===== src/sv/ped_pkg.sv =====
// ----------------------------------------------------------------------------
// Percent escape decoder package
// Shared types, character codes and hex digit helpers.
// ----------------------------------------------------------------------------
package ped_pkg;

   localparam int CP_W       = 21;
   localparam int HELD_DEPTH = 5;
   localparam int MAX_BEATS  = 6;
   localparam int COUNT_W    = 3;

   localparam logic [CP_W-1:0] CH_PERCENT = 21'h000025;
   localparam logic [CP_W-1:0] CH_LOWER_U = 21'h000075;

   typedef enum logic [2:0] {
      PH_IDLE = 3'd0,
      PH_PCT  = 3'd1,
      PH_ONE  = 3'd2,
      PH_U    = 3'd3,
      PH_U1   = 3'd4,
      PH_U2   = 3'd5,
      PH_U3   = 3'd6
   } phase_type;

   typedef struct packed {
      logic [COUNT_W-1:0]             count;
      logic [MAX_BEATS-1:0][CP_W-1:0] cps;
   } burst_type;

   function automatic logic is_hex(input logic [CP_W-1:0] c);
      return (c >= 21'h30 && c <= 21'h39) || (c >= 21'h41 && c <= 21'h46) ||
             (c >= 21'h61 && c <= 21'h66);
   endfunction

   function automatic logic [3:0] hex_val(input logic [CP_W-1:0] c);
      logic [3:0] v;
      v = '0;
      if (c >= 21'h30 && c <= 21'h39) begin
         v = c[3:0];
      end else if ((c >= 21'h41 && c <= 21'h46) || (c >= 21'h61 && c <= 21'h66)) begin
         v = c[3:0] + 4'd9;
      end
      return v;
   endfunction

endpackage


===== src/sv/ped_if.sv =====
// ----------------------------------------------------------------------------
// Percent escape decoder channels
// Valid/ready channels for input characters and output characters.
// ----------------------------------------------------------------------------
interface ped_req_if;
   logic                     valid;
   logic                     ready;
   logic [ped_pkg::CP_W-1:0] code_point;
   logic                     end_of_string;

   modport source (output valid, output code_point, output end_of_string, input ready);
   modport sink (input valid, input code_point, input end_of_string, output ready);
endinterface

interface ped_rsp_if;
   logic                     valid;
   logic                     ready;
   logic [ped_pkg::CP_W-1:0] out_code_point;
   logic                     last_of_run;

   modport source (output valid, output out_code_point, output last_of_run, input ready);
   modport sink (input valid, input out_code_point, input last_of_run, output ready);
endinterface


===== src/sv/ped_decode.sv =====
// ----------------------------------------------------------------------------
// Percent escape decoder step logic
// Escape state, held characters and the result list for one character.
// ----------------------------------------------------------------------------
module ped_decode (
   input  logic                     clock,
   input  logic                     reset,
   input  logic                     step_en,
   input  logic [ped_pkg::CP_W-1:0] code_point,
   input  logic                     end_of_string,
   output ped_pkg::burst_type       burst
);
   import ped_pkg::*;

   phase_type                       phase_ff, phase_in, phase_mid;
   logic [HELD_DEPTH-1:0][CP_W-1:0] held_ff, held_in;

   always_comb begin
      case (phase_ff)
         PH_PCT:  phase_mid = (code_point == CH_LOWER_U) ? PH_U : PH_ONE;
         PH_ONE:  phase_mid = PH_IDLE;
         PH_U:    phase_mid = PH_U1;
         PH_U1:   phase_mid = PH_U2;
         PH_U2:   phase_mid = PH_U3;
         PH_U3:   phase_mid = PH_IDLE;
         default: phase_mid = (code_point == CH_PERCENT) ? PH_PCT : PH_IDLE;
      endcase
      phase_in = end_of_string ? PH_IDLE : phase_mid;
   end

   always_comb begin
      held_in     = held_ff;
      burst.count = '0;
      burst.cps   = '0;
      case (phase_ff)
         PH_PCT: begin
            held_in[1] = code_point;
         end
         PH_ONE: begin
            if (is_hex(held_ff[1]) && is_hex(code_point)) begin
               burst.cps[0] = CP_W'({hex_val(held_ff[1]), hex_val(code_point)});
               burst.count  = COUNT_W'(1);
            end else begin
               burst.cps[0] = held_ff[0];
               burst.cps[1] = held_ff[1];
               burst.cps[2] = code_point;
               burst.count  = COUNT_W'(3);
            end
         end
         PH_U: begin
            held_in[2] = code_point;
         end
         PH_U1: begin
            held_in[3] = code_point;
         end
         PH_U2: begin
            held_in[4] = code_point;
         end
         PH_U3: begin
            if (is_hex(held_ff[2]) && is_hex(held_ff[3]) && is_hex(held_ff[4]) &&
                is_hex(code_point)) begin
               burst.cps[0] = CP_W'({hex_val(held_ff[2]), hex_val(held_ff[3]),
                                     hex_val(held_ff[4]), hex_val(code_point)});
               burst.count  = COUNT_W'(1);
            end else begin
               for (int i = 0; i < HELD_DEPTH; i++) begin
                  burst.cps[i] = held_ff[i];
               end
               burst.cps[5] = code_point;
               burst.count  = COUNT_W'(6);
            end
         end
         default: begin
            if (code_point == CH_PERCENT) begin
               held_in[0] = code_point;
            end else begin
               burst.cps[0] = code_point;
               burst.count  = COUNT_W'(1);
            end
         end
      endcase

      // An open group at the end of the string is replayed as held.
      if (end_of_string && phase_mid != PH_IDLE) begin
         for (int i = 0; i < HELD_DEPTH; i++) begin
            burst.cps[i] = held_in[i];
         end
         case (phase_mid)
            PH_PCT:  burst.count = COUNT_W'(1);
            PH_ONE:  burst.count = COUNT_W'(2);
            PH_U:    burst.count = COUNT_W'(2);
            PH_U1:   burst.count = COUNT_W'(3);
            PH_U2:   burst.count = COUNT_W'(4);
            PH_U3:   burst.count = COUNT_W'(5);
            default: burst.count = '0;
         endcase
      end
   end

   always_ff @(posedge clock) begin
      if (reset) begin
         phase_ff <= PH_IDLE;
      end else if (step_en) begin
         phase_ff <= phase_in;
      end
   end

   always_ff @(posedge clock) begin
      if (step_en) begin
         held_ff <= held_in;
      end
   end

endmodule


===== src/sv/ped_burst.sv =====
// ----------------------------------------------------------------------------
// Percent escape decoder output buffer
// Holds the results of one character and sends them one beat at a time.
// ----------------------------------------------------------------------------
module ped_burst (
   input  logic               clock,
   input  logic               reset,
   input  logic               load,
   input  ped_pkg::burst_type burst,
   output logic               free,
   ped_rsp_if.source          rsp_chan
);
   import ped_pkg::*;

   logic [COUNT_W-1:0]             count_ff;
   logic [COUNT_W-1:0]             idx_ff;
   logic [MAX_BEATS-1:0][CP_W-1:0] cps_ff;
   logic                           last;
   logic                           take;

   assign last = (idx_ff == count_ff - COUNT_W'(1));
   assign take = rsp_chan.valid && rsp_chan.ready;
   assign free = (count_ff == '0) || (take && last);

   assign rsp_chan.valid          = (count_ff != '0);
   assign rsp_chan.out_code_point = cps_ff[idx_ff];
   assign rsp_chan.last_of_run    = last;

   always_ff @(posedge clock) begin
      if (reset) begin
         count_ff <= '0;
         idx_ff   <= '0;
      end else if (load) begin
         count_ff <= burst.count;
         idx_ff   <= '0;
      end else if (take) begin
         if (last) begin
            count_ff <= '0;
            idx_ff   <= '0;
         end else begin
            idx_ff <= idx_ff + COUNT_W'(1);
         end
      end
   end

   always_ff @(posedge clock) begin
      if (load) begin
         cps_ff <= burst.cps;
      end
   end

endmodule


===== src/sv/percent_escape_decoder_core.sv =====
// A character is accepted into the input register; its result beats are loaded into
// the output buffer once it is free. Characters inside an open escape give no beats.
// Throughput: one character per cycle while each character gives at most one result
// and the receiver is ready. A character with several results holds the input side
// until its last beat is taken, as the output port sends one beat per cycle while ready.
// Reset clears the escape state, the input stage and the output buffer; held
// characters are not cleared.
// ----------------------------------------------------------------------------
// Percent escape decoder core
// Input register, escape decode step and output beat buffer.
// ----------------------------------------------------------------------------
module percent_escape_decoder_core (
   input  logic      clock,
   input  logic      reset,
   ped_req_if.sink   req_chan,
   ped_rsp_if.source rsp_chan
);
   import ped_pkg::*;

   logic            in_valid_ff;
   logic [CP_W-1:0] in_cp_ff;
   logic            in_eos_ff;
   logic            free;
   logic            step_en;
   burst_type       burst;

   assign step_en        = in_valid_ff && free;
   assign req_chan.ready = !in_valid_ff || step_en;

   always_ff @(posedge clock) begin
      if (reset) begin
         in_valid_ff <= 1'b0;
      end else if (req_chan.ready) begin
         in_valid_ff <= req_chan.valid;
      end
   end

   always_ff @(posedge clock) begin
      if (req_chan.valid && req_chan.ready) begin
         in_cp_ff  <= req_chan.code_point;
         in_eos_ff <= req_chan.end_of_string;
      end
   end

   ped_decode u_decode (
      .clock         (clock),
      .reset         (reset),
      .step_en       (step_en),
      .code_point    (in_cp_ff),
      .end_of_string (in_eos_ff),
      .burst         (burst)
   );

   ped_burst u_burst (
      .clock    (clock),
      .reset    (reset),
      .load     (step_en),
      .burst    (burst),
      .free     (free),
      .rsp_chan (rsp_chan)
   );

endmodule


===== src/flat_wrapper.sv =====
// flat-port wrapper written by rule: the top's interface ports become plain ports
module percent_escape_decoder_core_flat import ped_pkg::*;
  (clock, reset, req_chan_valid, req_chan_code_point, req_chan_end_of_string, req_chan_ready, rsp_chan_valid, rsp_chan_out_code_point, rsp_chan_last_of_run, rsp_chan_ready);
  ped_req_if req_chan_i ();
  ped_rsp_if rsp_chan_i ();
  input  logic clock;
  input  logic reset;
  input wire logic [$bits(req_chan_i.valid)-1:0] req_chan_valid;
  input wire logic [$bits(req_chan_i.code_point)-1:0] req_chan_code_point;
  input wire logic [$bits(req_chan_i.end_of_string)-1:0] req_chan_end_of_string;
  output wire logic [$bits(req_chan_i.ready)-1:0] req_chan_ready;
  output wire logic [$bits(rsp_chan_i.valid)-1:0] rsp_chan_valid;
  output wire logic [$bits(rsp_chan_i.out_code_point)-1:0] rsp_chan_out_code_point;
  output wire logic [$bits(rsp_chan_i.last_of_run)-1:0] rsp_chan_last_of_run;
  input wire logic [$bits(rsp_chan_i.ready)-1:0] rsp_chan_ready;
  assign req_chan_i.valid = req_chan_valid;
  assign req_chan_i.code_point = req_chan_code_point;
  assign req_chan_i.end_of_string = req_chan_end_of_string;
  assign req_chan_ready = req_chan_i.ready;
  assign rsp_chan_valid = rsp_chan_i.valid;
  assign rsp_chan_out_code_point = rsp_chan_i.out_code_point;
  assign rsp_chan_last_of_run = rsp_chan_i.last_of_run;
  assign rsp_chan_i.ready = rsp_chan_ready;
  percent_escape_decoder_core u_core (.clock(clock), .reset(reset), .req_chan(req_chan_i), .rsp_chan(rsp_chan_i));
endmodule

===== config.mk =====
export PLATFORM = sky130hd
export DESIGN_NAME = percent_escape_decoder_core_flat
export DESIGN_NICKNAME = d
export VERILOG_FILES = /design/src/sv/ped_pkg.sv /design/src/sv/ped_if.sv /design/src/sv/ped_decode.sv /design/src/sv/ped_burst.sv /design/src/sv/percent_escape_decoder_core.sv /design/src/flat_wrapper.sv
export SDC_FILE = /design/constraint.sdc
export NUM_CORES = 1
export LEC_CHECK = 0
export BUFFER_PORTS_ARGS = -buffer_cell sky130_fd_sc_hd__buf_2
export CELL_PAD_IN_SITES_DETAIL_PLACEMENT = 1
export CELL_PAD_IN_SITES_GLOBAL_PLACEMENT = 1
export CORE_MARGIN = 1
export CORE_UTILIZATION = 45
export DETAILED_ROUTE_END_ITERATION = 8
export PLACE_DENSITY_LB_ADDON = 0.1
export RECOVER_POWER = 50
export SKIP_LAST_GASP = 1
export SLEW_MARGIN = 0
export SYNTH_ARGS = -nofsm -noshare
export SYNTH_HDL_FRONTEND = slang
export SYNTH_SLANG_ARGS = --single-unit
export TNS_END_PERCENT = 5

===== constraint.sdc =====
create_clock -name clock -period 11.18 [get_ports clock]
set_input_delay 2.236 -clock clock [delete_from_list [all_inputs] [get_ports clock]]
set_output_delay 2.236 -clock clock [all_outputs]
set_load 0.05 [all_outputs]

* Word level (Yosys, flattened, before mapping) *
Cells that the tools add are included.

operators by class
  add/sub/neg operators = 7
  $lt $le $gt $ge = 31
  eq/ne operators = 15
  muxes and demuxes = 41
  bitwise logic cells = 1
  reductions and logical operators = 54

operator list
  operator             number
  $ge 21x7->1 const B  10
  $le 21x7->1 const B  10
  $mux 21              10
  $ge 21x6->1 const B  5
  $le 21x6->1 const B  5
  $mux 105             1
  $mux 42              2
  $mux 84              1
  $pmux 42 s2          1
  $bmux 21 s3          1
  $pmux 21 s3          1
  $mux 4               10
  $pmux 3 s5           2
  $logic_and 1x1->1    24
  $eq 21x6->1 const B  1
  $eq 21x7->1 const B  1
  $mux 3               7
  $add 4x4->4 const B  5
  $eq 3x3->1 const B   6
  $logic_or 1x1->1     17
  $eq 3x2->1 const B   4
  $pmux 3 s3           1
  $reduce_or 2->1      4
  $eq 3x1->1 const B   2
  other kinds (14)     18

word-level totals
  register bits after elaboration = 263
  bits of input ports = 26
  output and inout bits = 24

* Longest topological paths before layout *
Gate-level depths: netlist (run 1).

  depth in word-level cells = 11
  mapped depth = 12

* By module *
Synthesis (run 1) repeated with hierarchy kept, for this count alone.

second synthesis, totals
  cells, all modules = 969
  area total of the unflattened synthesis = 13196.4 µm²

by module, submodules not included
  module                       times used  cells an instance  area an instance (µm²)  sequential area each (µm²)
  ped_decode                   1           680                7382.1                  3213.1
  ped_burst                    1           261                5091.1                  3903.7
  percent_escape_decoder_core  1           28                 723.2                   680.7

* Least setup slack after synthesis (run 1) *
No wires, ideal clock.

  kind = input port to flip-flop
  from = input rsp_chan_ready
  to = register u_core.u_burst.count_ff[0]
  setup time = 0.071 ns
  arrival = 8.301 ns
  data required time = 11.109 ns
  slack = 2.808 ns
  stages on the path = 7
  buffers on the path = 0
  path through = nand2_1 > nor4_1 > o21ai_1 > inv_1 > o211ai_1 > a21o_1 > a21oi_1

on the way
  cells in the longest elaborated chain, start to end = 6
  elaborated cells between the ends (all ways) = 8
  classes of those cells = mux: 1; reduce/logical: 7

ends and longest elaborated chain
  what                         RTL line                           RTL
  from (decl)                  flat_wrapper.sv:15                 input wire logic [$bits(rsp_chan_i.ready)-1:0] rsp_chan_ready;
  $logic_and 1x1->1 *          ped_burst.sv:22                    assign take = rsp_chan.valid && rsp_chan.ready;
  $logic_and 1x1->1 *          ped_burst.sv:23                    assign free = (count_ff == '0) || (take && last);
  $logic_or 1x1->1 *           ped_burst.sv:23
  $logic_and 1x1->1 *          percent_escape_decoder_core.sv:27  assign step_en = in_valid_ff && free;
  net u_core.step_en           percent_escape_decoder_core.sv:24  logic step_en;
  $reduce_bool 2->1 (no line)  --
  $reduce_and 2->1 (no line)   --
  to (signal assigned)         ped_burst.sv:34                    count_ff <= burst.count;
  to (decl)                    ped_burst.sv:15                    logic [COUNT_W-1:0] count_ff;

Mark *: on every way through the listed nets, which the timed path passes. The rest lies on a longest branch.
A chain may end at the register's enable or synchronous reset.

==> insert_results.sql, run 1 <==
INSERT INTO impl_metrics (metric_group, metric, value, unit) VALUES
('route', 'antenna_left', '0', ''),
('min_path', 'min_to', 'u_core.u_burst.count_ff[1]', ''),
('synthesis', 'synthFlopType', 'sky130_fd_sc_hd__edfxtp_1', ''),
('timing', 'timing.final.setup_violations', '0', ''),
('synthesis', 'synth.yosys.seq_area_share', '58.8', '%'),
('outcome', 'violations', 'capacitance limit, slew limit', ''),
('cts', 'cts_root_buffer', 'sky130_fd_sc_hd__clkbuf_16', ''),
('outcome', 'outcome', 'finished, violations left', ''),
('cts', 'cts_setup_buffers', '0', ''),
('timing', 'timing.fmax', '158', 'MHz'),
('cts', 'cts_tree', 'built', ''),
('worst_setup_path', 'arrival', '6.64', 'ns'),
('global_routing', 'global_route_wire_length_before_repair', '54800', 'um'),
('route', 'routed_wl', '35800', 'um'),
('min_path', 'worst_hold_startpoint', 'u_core.u_burst.count_ff[1]', ''),
('cts', 'cts-root-to-sink-buffers', '3', ''),
('cts', 'cts-buffers-inserted', '29', ''),
('cts', 'worst_skew_pair.late_latency', '0.57', 'ns'),
('synthesis', 'synth.net_count', '1056', ''),
('cts', 'cts.reportedPaths.clkPinSlew', '0.06', 'ns'),
('final_layout', 'layout.filler_cells', '2939', ''),
('worst_setup_path', 'cp-start-kind', 'register', ''),
('route', 'route.detailed.drc', '0', ''),
('final_layout', 'seq_area', '7800', 'sq um'),
('synthesis', 'synth.yosys.warnings', '0', ''),
('worst_setup_path', 'cpLargestDelayFamily', 'compound AO/OA/AOI/OAI gates', ''),
('final_layout', 'multiInputGateArea', '5000', 'sq um'),
('final_layout', 'drive_above_1_share', '16.6', '%'),
('synthesis', 'netlist_instances', '1012', ''),
('worst_setup_path', 'r2r.worst_path.cells', '9', ''),
('min_path', 'worstHoldPathType', 'reg -> reg', ''),
('final_layout', 'flow.area_growth_from_synthesis', '11.1', '%'),
('final_layout', 'mostFrequentLayoutCells', 'sky130_fd_sc_hd__edfxtp_1 (253), sky130_fd_sc_hd__a22o_1 (91), sky130_fd_sc_hd__nand2_1 (53), sky130_fd_sc_hd__buf_2 (48), sky130_fd_sc_hd__inv_1 (43)', ''),
('placement', 'portBuffers', '49', ''),
('placement', 'hpwl', '23600', 'um'),
('timing', 'fin_tns_setup', '0', 'ns'),
('die', 'floorplan.die_area', '30200', 'sq um'),
('worst_setup_path', 'path_cells', 'or4_1, or4_1, nor4b_1, a2111oi_0, a211oi_1, o21ai_4, clkbuf_1, a21o_4, a221o_1', ''),
('final_layout', 'layout.cells.most_common', 'sky130_fd_sc_hd__edfxtp_1', ''),
('timing', 'finalHoldViolCount', '0', ''),
('die', 'initial_core_util', '46.0', '%'),
('cts', 'cts_hold_repair.buffers', '0', ''),
('route', 'avgRoutedWirePerCell', '24.8', 'um'),
('global_routing', 'grt_max_degree', '158', ''),
('global_routing', 'globalRoute.totalOverflow', '0', ''),
('global_routing', 'gr-max-usage-layer', 'met1', ''),
('job', 'max_cap_violations', '4', ''),
('synthesis', 'synth.cell_area', '13300', 'sq um'),
('cts', 'postCtsResizedCells', '0', ''),
('worst_setup_path', 'timing_worst_setup_path_type', 'reg -> reg', ''),
('timing', 'grt_setup_unrepaired', 'no', ''),
('worst_setup_path', 'worstPathMaxFanout', '28', ''),
('power_and_ir_drop', 'worst_ir_drop_vdd', '0.000177', 'V'),
('timing', 'timing.final.crit_share', '56.6', '%'),
('global_routing', 'first_global_vias', '8815', ''),
('worst_setup_path', 'regToRegStartpoint', 'u_core.in_cp_ff[10]', ''),
('worst_setup_path', 'critPathLaunch', 'u_core.in_cp_ff[10]', ''),
('route', 'via_count', '8750', ''),
('timing', 'final_period_minus_worst_setup_slack', '6.33', 'ns'),
('global_routing', 'met2_usage', '35.7', '%'),
('synthesis', 'synth.ff_latch_count', '263', ''),
('timing', 'timing.slew.headroom', '-21.0', '%'),
('synthesis', 'avg_synthesized_cell_area', '13.1', 'sq um'),
('worst_setup_path', 'flop_to_flop_setup_slack', '4.85', 'ns'),
('die', 'fp.dieH', '174', 'um'),
('cts', 'cts-htree-levels', '1', ''),
('timing', 'final_max_slew_viol_count', '89', ''),
('worst_setup_path', 'r2r-end', 'u_core.u_burst.cps_ff[0]', ''),
('worst_setup_path', 'crit_slowest_cell', 'sky130_fd_sc_hd__a211oi_1', ''),
('worst_setup_path', 'cp_data_required_time', '11.49', 'ns'),
('route', 'drt-initial-drc-count', '729', '');
how the worst max path moves through the flow:
stage | endpoint | slack, ns | cells after the start
after floorplan | u_core.u_burst.count_ff[0] | 2.81 | 7
after global placement | req_chan_ready | 5.50 | 6
after detailed placement | req_chan_ready | 5.42 | 6
after CTS | req_chan_ready | 5.43 | 6
after global routing | u_core.u_burst.cps_ff[0] | 4.56 | 9
final | u_core.u_burst.cps_ff[0] | 4.85 | 9
cell type report:
| class | instances | area share [%] |
|---|---|---|
| Tap cell | 384 | 3.26 |
| Sequential cell | 263 | 52.9 |
| Timing Repair Buffer | 64 | 2.27 |
| Clock buffer | 34 | 5.05 |
| Inverter | 45 | 1.20 |
| Antenna cell | 1 | 0.0170 |
| Multi-Input combinational cell | 633 | 33.9 |
| Clock inverter | 20 | 1.44 |
state kept, by name (all words and copies together) (netlist names):
register / flops
u_core.in_eos_ff: 1
u_core.u_decode.held_ff: 105
u_core.in_valid_ff: 1
u_core.in_cp_ff: 21
u_core.u_burst.idx_ff: 3
u_core.u_burst.count_ff: 3
u_core.u_decode.phase_ff: 3
u_core.u_burst.cps_ff: 126
power by group:
| part | switching (mW) | leakage [nW] | total (mW) | internal, mW |
|---|---|---|---|---|
| logic | 0.0716 | 2.03 | 0.102 | 0.0305 |
| registers | 0.0265 | 2.29 | 1.13 | 1.11 |
| clock network | 0.404 | 0.468 | 0.973 | 0.569 |
| total | 0.502 | 4.79 | 2.21 | 1.71 |
cells in the mapped netlist (all sizes together), types with 14 or more instances:
master | number | area, sq um
nor2 | 42 | 158
o22ai | 26 | 163
a22o | 91 | 797
inv | 45 | 169
xnor2 | 14 | 123
nand2 | 53 | 199
clkbuf | 51 | 191
ha | 18 | 225
edfxtp | 253 | 7600
nor3 | 25 | 125
buf | 20 | 100
mux4 | 21 | 473
mux2 | 70 | 788
mux2i | 24 | 240
and2 | 33 | 206
nor4 | 22 | 144
o21ai | 32 | 171
a21oi | 19 | 95.1
through the flow:
stage | setup WS [ns] | cell area, sq um | power, mW | util, % | std cells
2_1_floorplan | 2.81 | 13300 | 1.22 | - | 1012
3_3_place_gp | 5.50 | 13800 | 1.25 | 48.0 | 1389
3_5_place_dp | 5.42 | 13800 | 1.26 | 48.0 | 1389
4_1_cts | 5.43 | 14800 | 2.22 | 51.3 | 1443
5_1_grt | 4.56 | 14700 | 2.27 | 51.1 | 1443
6_report | 4.85 | 14700 | 2.21 | 51.1 | 1444
routing by layer:
metal	share of wire, %	up-vias
met3	6.2	40
met2	44	252
met4	1.7	0
li1	-	3999
met1	48	4459
met5	0	-
cells by family (layout without fill, tap and decap cells):
| kind of cell | count (synthesis) | after routing | share of synthesized area, % |
|---|---|---|---|
| other cells | 0 | 1 | 0 |
| simple gates | 254 | 254 | 10.3 |
| buf+inv | 116 | 163 | 3.47 |
| fa+ha+maj | 18 | 18 | 1.70 |
| xor+xnor | 16 | 16 | 1.06 |
| flops | 263 | 263 | 58.8 |
| compound gates | 230 | 230 | 13.4 |
| mux | 115 | 115 | 11.3 |
worst register-to-register path, stage by stage, from the launching register on:
cell	delay, ns
sky130_fd_sc_hd__edfxtp_1	0.57
sky130_fd_sc_hd__or4_1	0.75
sky130_fd_sc_hd__or4_1	0.71
sky130_fd_sc_hd__nor4b_1	0.74
sky130_fd_sc_hd__a2111oi_0	0.22
sky130_fd_sc_hd__a211oi_1	1.48
sky130_fd_sc_hd__o21ai_4	-0.01
sky130_fd_sc_hd__clkbuf_1	0.68
sky130_fd_sc_hd__a21o_4	0.56
sky130_fd_sc_hd__a221o_1	0.38
Note: power is estimated with default switching activity, not from simulation.
==> run 2, diff against run 1 <==
Clock period 11.18 ns to 5.9 ns, I/O delays scaled along.
==> insert_results.sql, run 2 (synthesis gave the netlist of run 1 again) <==
INSERT INTO impl_metrics (metric_group, metric, value, unit) VALUES
('job', 'max_cap_violations', '5', ''),
('timing', 'final_max_slew_viol_count', '129', ''),
('cts', 'cts.reportedPaths.clkPinSlew', '0.06', 'ns'),
('worst_setup_path', 'critical_path_capture_point_type', 'register', ''),
('global_routing', 'globalRoute.totalOverflow', '0', ''),
('placement', 'portBuffers', '49', ''),
('die', 'fp.dieW', '174', 'um'),
('cts', 'cts_tree', 'built', ''),
('worst_setup_path', 'arrival', '5.28', 'ns'),
('final_layout', 'layout.filler_cells', '2948', ''),
('route', 'routed_wl', '37000', 'um'),
('global_routing', 'antenna_found_initial', '2', ''),
('route', 'drt-initial-drc-count', '748', ''),
('final_layout', 'insertedDiodeCount', '0', ''),
('min_path', 'worstHoldPathType', 'reg -> reg', ''),
('worst_setup_path', 'cp_data_required_time', '6.20', 'ns'),
('timing', 'fin_tns_setup', '0', 'ns'),
('global_routing', 'first_global_vias', '9143', ''),
('global_routing', 'grt_max_degree', '79', ''),
('timing', 'grt_setup_unrepaired', 'no', ''),
('worst_setup_path', 'timing_worst_setup_path_type', 'reg -> reg', ''),
('route', 'detailedRoute.firstPassIterationCount', '5', ''),
('timing', 'fin_hold_ws', '0.464', 'ns'),
('cts', 'numClockSinks', '263', ''),
('placement', 'hpwl', '25400', 'um'),
('worst_setup_path', 'cpLargestDelayFamily', 'simple AND/OR/NAND/NOR gates', ''),
('route', 'via_per_inst', '6.16', ''),
('power_and_ir_drop', 'worst_ir_drop_vdd', '0.000193', 'V'),
('final_layout', 'num-nets-final', '1085', ''),
('die', 'fp.dieH', '174', 'um'),
('timing', 'final_period_minus_worst_setup_slack', '4.98', 'ns'),
('final_layout', 'largestRegisters', 'u_core.u_burst.cps_ff x126, u_core.u_decode.held_ff x105, u_core.in_cp_ff x21', ''),
('cts', 'cts_hold_repair.buffers', '0', ''),
('placement', 'place_congestion', '0.891', ''),
('cts', 'cts-root-to-sink-buffers', '3', ''),
('route', 'via_count', '8899', ''),
('final_layout', 'multiInputGateArea', '4980', 'sq um'),
('timing', 'timing.final.setup_violations', '0', ''),
('route', 'antenna_left', '0', ''),
('cts', 'postCtsResizedCells', '0', ''),
('timing', 'setup_clock_skew_after_layout', '0.0105', 'ns'),
('worst_setup_path', 'crit_slowest_cell', 'sky130_fd_sc_hd__nor4b_1', ''),
('timing', 'timing.fmax', '201', 'MHz'),
('final_layout', 'flow.area_growth_from_synthesis', '10.9', '%'),
('final_layout', 'mostFrequentLayoutCells', 'sky130_fd_sc_hd__edfxtp_1 (253), sky130_fd_sc_hd__a22o_1 (91), sky130_fd_sc_hd__nand2_1 (53), sky130_fd_sc_hd__buf_2 (45), sky130_fd_sc_hd__inv_1 (43)', ''),
('worst_setup_path', 'path_cells', 'or4_1, or4_1, nor4b_1, a2111oi_0, a211oi_1, nor2_4, a21o_1, a22o_1', ''),
('cts', 'cts_setup_buffers', '0', ''),
('global_routing', 'track_usage', '24.9', '%'),
('outcome', 'violations', 'capacitance limit, slew limit', ''),
('worst_setup_path', 'cpMostUsedCell', 'sky130_fd_sc_hd__or4_1', ''),
('final_layout', 'largest-register', 'u_core.u_burst.cps_ff', ''),
('final_layout', 'final_area', '14700', 'sq um'),
('cts', 'worst_skew_pair.late_latency', '0.56', 'ns'),
('die', 'initial_core_util', '46.0', '%'),
('final_layout', 'seq_area', '7800', 'sq um'),
('die', 'floorplan.die_area', '30200', 'sq um'),
('outcome', 'outcome', 'finished, violations left', ''),
('power_and_ir_drop', 'static-leakage-power', '4.78', 'nW'),
('die', 'floorplan.core_area', '28900', 'sq um'),
('timing', 'timing.final.crit_share', '84.3', '%'),
('cts', 'cts_root_buffer', 'sky130_fd_sc_hd__clkbuf_16', ''),
('route', 'avgRoutedWirePerCell', '25.6', 'um'),
('die', 'top_level_i_o_count', '50', ''),
('worst_setup_path', 'cp-start-kind', 'register', ''),
('worst_setup_path', 'worstPathMaxFanout', '37', ''),
('cts', 'cts-buffers-inserted', '29', ''),
('die', 'num_rows', '62', ''),
('final_layout', 'flip_flop_count_of_the_largest_register_all_copies_and_words_added', '126', ''),
('timing', 'finalHoldViolCount', '0', ''),
('final_layout', 'drive_above_1_share', '15.9', '%'),
('timing', 'worst_pin_slew', '2.59', 'ns'),
('worst_setup_path', 'critPathBufInv', '0', ''),
('final_layout', 'layoutNonFillerInstCount', '1445', ''),
('placement', 'dpl-instance-area', '13900', 'sq um'),
('final_layout', 'layout.cells.most_common', 'sky130_fd_sc_hd__edfxtp_1', ''),
('power_and_ir_drop', 'design_power_total', '4.10', 'mW'),
('power_and_ir_drop', 'power.density', '279', 'nW/um^2'),
('timing', 'timing.slew.headroom', '-73.0', '%'),
('global_routing', 'global_route_wire_length_before_repair', '56900', 'um'),
('cts', 'cts-htree-levels', '1', ''),
('worst_setup_path', 'slowest_delay', '0.75', 'ns'),
('route', 'route.detailed.drc', '0', ''),
('placement', 'placedCellCount', '1394', '');
## run 2: report_power, final
part | internal (mW) | total (mW) | leakage (nW) | switching (mW)
Sequential | 2.09 | 2.15 | 2.29 | 0.0529
Clock | 1.03 | 1.76 | 0.450 | 0.734
Combinational | 0.0605 | 0.195 | 2.04 | 0.135
## run 2: per-layer routing
layer,part of all wire (%),track usage [%],vias to the layer above
li1,-,-,4014
met1,48,37.6,4568
met2,44,37.2,274
met3,6.6,4.65,41
met4,1.5,5.19,2
met5,0.035,0,-
## run 2: worst reg2reg max path: cells and delay by family, from the launching register on
family          cells  cell delay [ns]
simple gates        4             2.47
compound gates      4             1.74
flops               1             0.54
## run 2: cell type report
type                    instances  area share, %
clock buffers                  34           5.06
clock inverters                17           1.13
inverters                      45           1.17
multi-input cells             633           33.8
flip-flops and latches        263           53.0
well taps                     384           3.26
repair buffers                 69           2.57
## run 2: per-stage QoR
step | setup WS, ns | util, %
5_1_grt | 0.700 | 51.0
2_1_floorplan | 0.00532 | -
4_1_cts | 1.19 | 51.3
3_5_place_dp | 1.20 | 48.1
6_report | 0.925 | 51.0
3_3_place_gp | 1.36 | 48.1
## run 2: path summary, 6_finish.rpt
kind	slack [ns]	end	cells after the start	start
hold reg to reg	0.46	u_core.u_burst.count_ff[1]	2	u_core.u_burst.count_ff[1]
setup / recovery	0.92	u_core.u_burst.cps_ff[58]	8	u_core.in_cp_ff[10]
setup reg to reg	0.92	u_core.u_burst.cps_ff[58]	8	u_core.in_cp_ff[10]
hold / removal	0.46	u_core.u_burst.count_ff[1]	2	u_core.u_burst.count_ff[1]
==> run 3, diff against run 2 <==
Settings changed: ABC_AREA set to 1.
Clock period 5.9 ns to 4.6 ns, I/O delays scaled along.
==> insert_results.sql, run 3 <==
INSERT INTO impl_metrics (metric_group, metric, value, unit) VALUES
('outcome', 'outcome', 'finished, violations left', ''),
('outcome', 'violations', 'capacitance limit, slew limit', ''),
('die', 'fp.dieH', '183', 'um'),
('power_and_ir_drop', 'power.density', '349', 'nW/um^2'),
('timing', 'timing.slew.headroom', '-71.6', '%'),
('cts', 'cts.reportedPaths.clkPinSlew', '0.06', 'ns'),
('job', 'max_cap_violations', '4', ''),
('route', 'drt-initial-drc-count', '1163', ''),
('placement', 'portBuffers', '49', ''),
('worst_setup_path', 'cp-start-kind', 'register', ''),
('cts', 'cts-htree-levels', '1', ''),
('synthesis', 'list_of_most_frequent_post_synthesis_cells', 'sky130_fd_sc_hd__nand2_1 (379), sky130_fd_sc_hd__nor2_1 (259), sky130_fd_sc_hd__edfxtp_1 (253), sky130_fd_sc_hd__o21ai_0 (202), sky130_fd_sc_hd__inv_1 (158)', ''),
('synthesis', 'netlist_instances', '1731', ''),
('cts', 'postCtsResizedCells', '0', ''),
('global_routing', 'track_usage', '31.4', '%'),
('power_and_ir_drop', 'worst_ir_drop_vdd', '0.000365', 'V'),
('cts', 'cts_setup_buffers', '0', ''),
('die', 'floorplan.die_area', '33600', 'sq um'),
('synthesis', 'synth_top_area_cell', 'sky130_fd_sc_hd__edfxtp_1', ''),
('final_layout', 'flip_flop_count_of_the_largest_register_all_copies_and_words_added', '126', ''),
('route', 'detailedRoute.firstPassIterationCount', '5', ''),
('cts', 'numClockSinks', '263', ''),
('cts', 'cts_hold_repair.buffers', '0', ''),
('power_and_ir_drop', 'static-leakage-power', '6.18', 'nW'),
('synthesis', 'cell_with_the_most_instances_after_synthesis', 'sky130_fd_sc_hd__nand2_1', ''),
('cts', 'cts-buffers-inserted', '31', ''),
('global_routing', 'antenna_found_initial', '0', ''),
('synthesis', 'yosys.area.top_type_share', '51.4', '%'),
('timing', 'grt_setup_unrepaired', 'no', ''),
('route', 'avgRoutedWirePerCell', '23.6', 'um'),
('final_layout', 'drive_above_1_share', '8.94', '%'),
('route', 'via_per_inst', '5.87', ''),
('placement', 'dpl-instance-area', '15500', 'sq um'),
('worst_setup_path', 'arrival', '4.44', 'ns'),
('cts', 'cts-root-to-sink-buffers', '3', ''),
('die', 'floorplan.core_area', '32000', 'sq um'),
('final_layout', 'layout.filler_cells', '3851', ''),
('final_layout', 'num-nets-final', '1799', ''),
('final_layout', 'mostFrequentLayoutCells', 'sky130_fd_sc_hd__nand2_1 (377), sky130_fd_sc_hd__nor2_1 (259), sky130_fd_sc_hd__edfxtp_1 (253), sky130_fd_sc_hd__o21ai_0 (212), sky130_fd_sc_hd__inv_1 (158)', ''),
('route', 'routed_wl', '52200', 'um'),
('final_layout', 'seq_area', '7800', 'sq um'),
('synthesis', 'ys_top_cells_by_area', 'sky130_fd_sc_hd__edfxtp_1 (51%), sky130_fd_sc_hd__nand2_1 (9.6%), sky130_fd_sc_hd__o21ai_0 (6.8%)', ''),
('timing', 'final_max_slew_viol_count', '177', ''),
('synthesis', 'synth.ff_latch_count', '263', ''),
('timing', 'timing.final.crit_share', '87.0', '%'),
('synthesis', 'synthFlopType', 'sky130_fd_sc_hd__edfxtp_1', ''),
('placement', 'hpwl', '37000', 'um'),
('synthesis', 'synth.yosys.warnings', '0', ''),
('synthesis', 'avg_synthesized_cell_area', '8.53', 'sq um'),
('global_routing', 'globalRoute.totalOverflow', '0', ''),
('placement', 'place_congestion', '1.01', ''),
('global_routing', 'grt_max_degree', '89', ''),
('route', 'via_count', '12987', ''),
('final_layout', 'layout.cells.most_common', 'sky130_fd_sc_hd__nand2_1', ''),
('route', 'route.detailed.drc', '0', ''),
('final_layout', 'largestRegisters', 'u_core.u_burst.cps_ff x126, u_core.u_decode.held_ff x105, u_core.in_cp_ff x21', ''),
('worst_setup_path', 'worstPathMaxFanout', '42', ''),
('final_layout', 'flow.area_growth_from_synthesis', '10.6', '%'),
('die', 'fp.dieW', '183', 'um'),
('timing', 'final_period_minus_worst_setup_slack', '4.00', 'ns'),
('timing', 'timing.final.setup_violations', '0', ''),
('min_path', 'worstHoldPathType', 'reg -> reg', ''),
('die', 'initial_core_util', '46.2', '%'),
('worst_setup_path', 'cp_data_required_time', '5.04', 'ns'),
('final_layout', 'utilization', '51.1', '%'),
('final_layout', 'multiInputGateArea', '5950', 'sq um'),
('die', 'num_rows', '65', ''),
('min_path', 'whs_path_depth', '2', ''),
('timing', 'timing.fmax', '250', 'MHz'),
('worst_setup_path', 'critical_path_capture_point_type', 'register', ''),
('final_layout', 'largest-register', 'u_core.u_burst.cps_ff', ''),
('global_routing', 'first_global_vias', '13089', ''),
('final_layout', 'insertedDiodeCount', '0', ''),
('synthesis', 'synth.cell_area', '14800', 'sq um'),
('timing', 'worst_pin_slew', '2.57', 'ns'),
('timing', 'fin_tns_setup', '0', 'ns'),
('die', 'top_level_i_o_count', '50', ''),
('timing', 'finalHoldViolCount', '0', ''),
('route', 'antenna_left', '0', ''),
('synthesis', 'edff_count_synth', '253', ''),
('worst_setup_path', 'r2r.worst_path.cells', '8', ''),
('global_routing', 'global_route_wire_length_before_repair', '79000', 'um'),
('synthesis', 'synth_cell_type_count', '48', ''),
('cts', 'worst_skew_pair.late_latency', '0.58', 'ns'),
('synthesis', 'async_reset_ff_share', '0', '%'),
('final_layout', 'final_area', '16300', 'sq um'),
('cts', 'cts_tree', 'built', ''),
('cts', 'cts_root_buffer', 'sky130_fd_sc_hd__clkbuf_16', ''),
('timing', 'setup_clock_skew_after_layout', '0.0186', 'ns'),
('worst_setup_path', 'timing_worst_setup_path_type', 'reg -> reg', ''),
('synthesis', 'synth.net_count', '1775', ''),
('synthesis', 'synth.yosys.seq_area_share', '52.8', '%');
run 3: cell types whose count changed after synthesis, sizes merged, moves of 70 or more:
| cell | change |
|---|---|
| nand2 | +339 |
| nor2 | +236 |
| o21ai | +184 |
| inv | +125 |
| nand3 | +122 |
| a22o | -70 |
| mux2 | -70 |
run 3: kinds of logic after synthesis:
logic type | Yosys count | synth area share (%)
XOR/XNOR | 11 | 0.652
buffers and inverters | 255 | 7.10
flip-flops | 263 | 52.8
AO/OA/AOI/OAI | 318 | 12.8
AND/OR/NAND/NOR | 866 | 25.2
adder cells (fa/ha/maj) | 18 | 1.52
run 3: through the flow:
| step | instances | setup WS [ns] | hold slack, ns | power (mW) |
|---|---|---|---|---|
| finish | 2214 | 0.597 | 0.477 | 5.70 |
| global route | 2214 | 0.406 | 0.500 | 5.84 |
| CTS | 2214 | 0.890 | 0.474 | 5.72 |
| detailed placement | 2157 | 1.45 | 0.464 | 3.36 |
| global placement | 2157 | 1.49 | 0.459 | 3.35 |
| floorplan | 1731 | -0.508 | 0.445 | 3.20 |
run 3: worst paths after layout:
| check | end | start | slack (ns) |
|---|---|---|---|
| worst max-delay path | u_core.u_burst.cps_ff[27] | u_core.u_decode.phase_ff[0] | 0.60 |
| worst min-delay path | u_core.u_burst.count_ff[1] | u_core.u_burst.count_ff[1] | 0.48 |
| worst max register to register | u_core.u_burst.cps_ff[27] | u_core.u_decode.phase_ff[0] | 0.60 |
| worst min register to register | u_core.u_burst.count_ff[1] | u_core.u_burst.count_ff[1] | 0.48 |
run 3: area by class of cell:
cell class | instances | area share, %
Sequential cell | 263 | 47.7
Multi-Input combinational cell | 1213 | 36.4
Clock buffer | 36 | 4.86
Inverter | 173 | 3.98
Tap cell | 435 | 3.33
Timing Repair Buffer | 73 | 2.71
Clock inverter | 21 | 0.995
run 3: metal layers:
layer  wire, um  GRT usage [%]  vias up
met2      25500           54.1      421
met4       2790           15.7        0
met5          0              0        -
met1      21700           39.9     6482
met3       2220           2.44      100
li1           -              -     5984
run 3: critical path, cell delays in order (launching register included):
cell                       delay (ns)
sky130_fd_sc_hd__dfxtp_1         0.37
sky130_fd_sc_hd__inv_1           0.09
sky130_fd_sc_hd__nor2_1          0.13
sky130_fd_sc_hd__inv_1           0.08
sky130_fd_sc_hd__nor2_1          0.37
sky130_fd_sc_hd__clkbuf_1        1.67
sky130_fd_sc_hd__nand2_1         0.54
sky130_fd_sc_hd__o21ai_0         0.34
sky130_fd_sc_hd__a22o_1          0.23
run 3: power by group:
| group | leakage, nW | internal (mW) | total (mW) | switching, mW |
|---|---|---|---|---|
| Clock | 0.465 | 1.34 | 2.38 | 1.04 |
| Combinational | 3.23 | 0.109 | 0.456 | 0.347 |
| Sequential | 2.48 | 2.76 | 2.86 | 0.0990 |
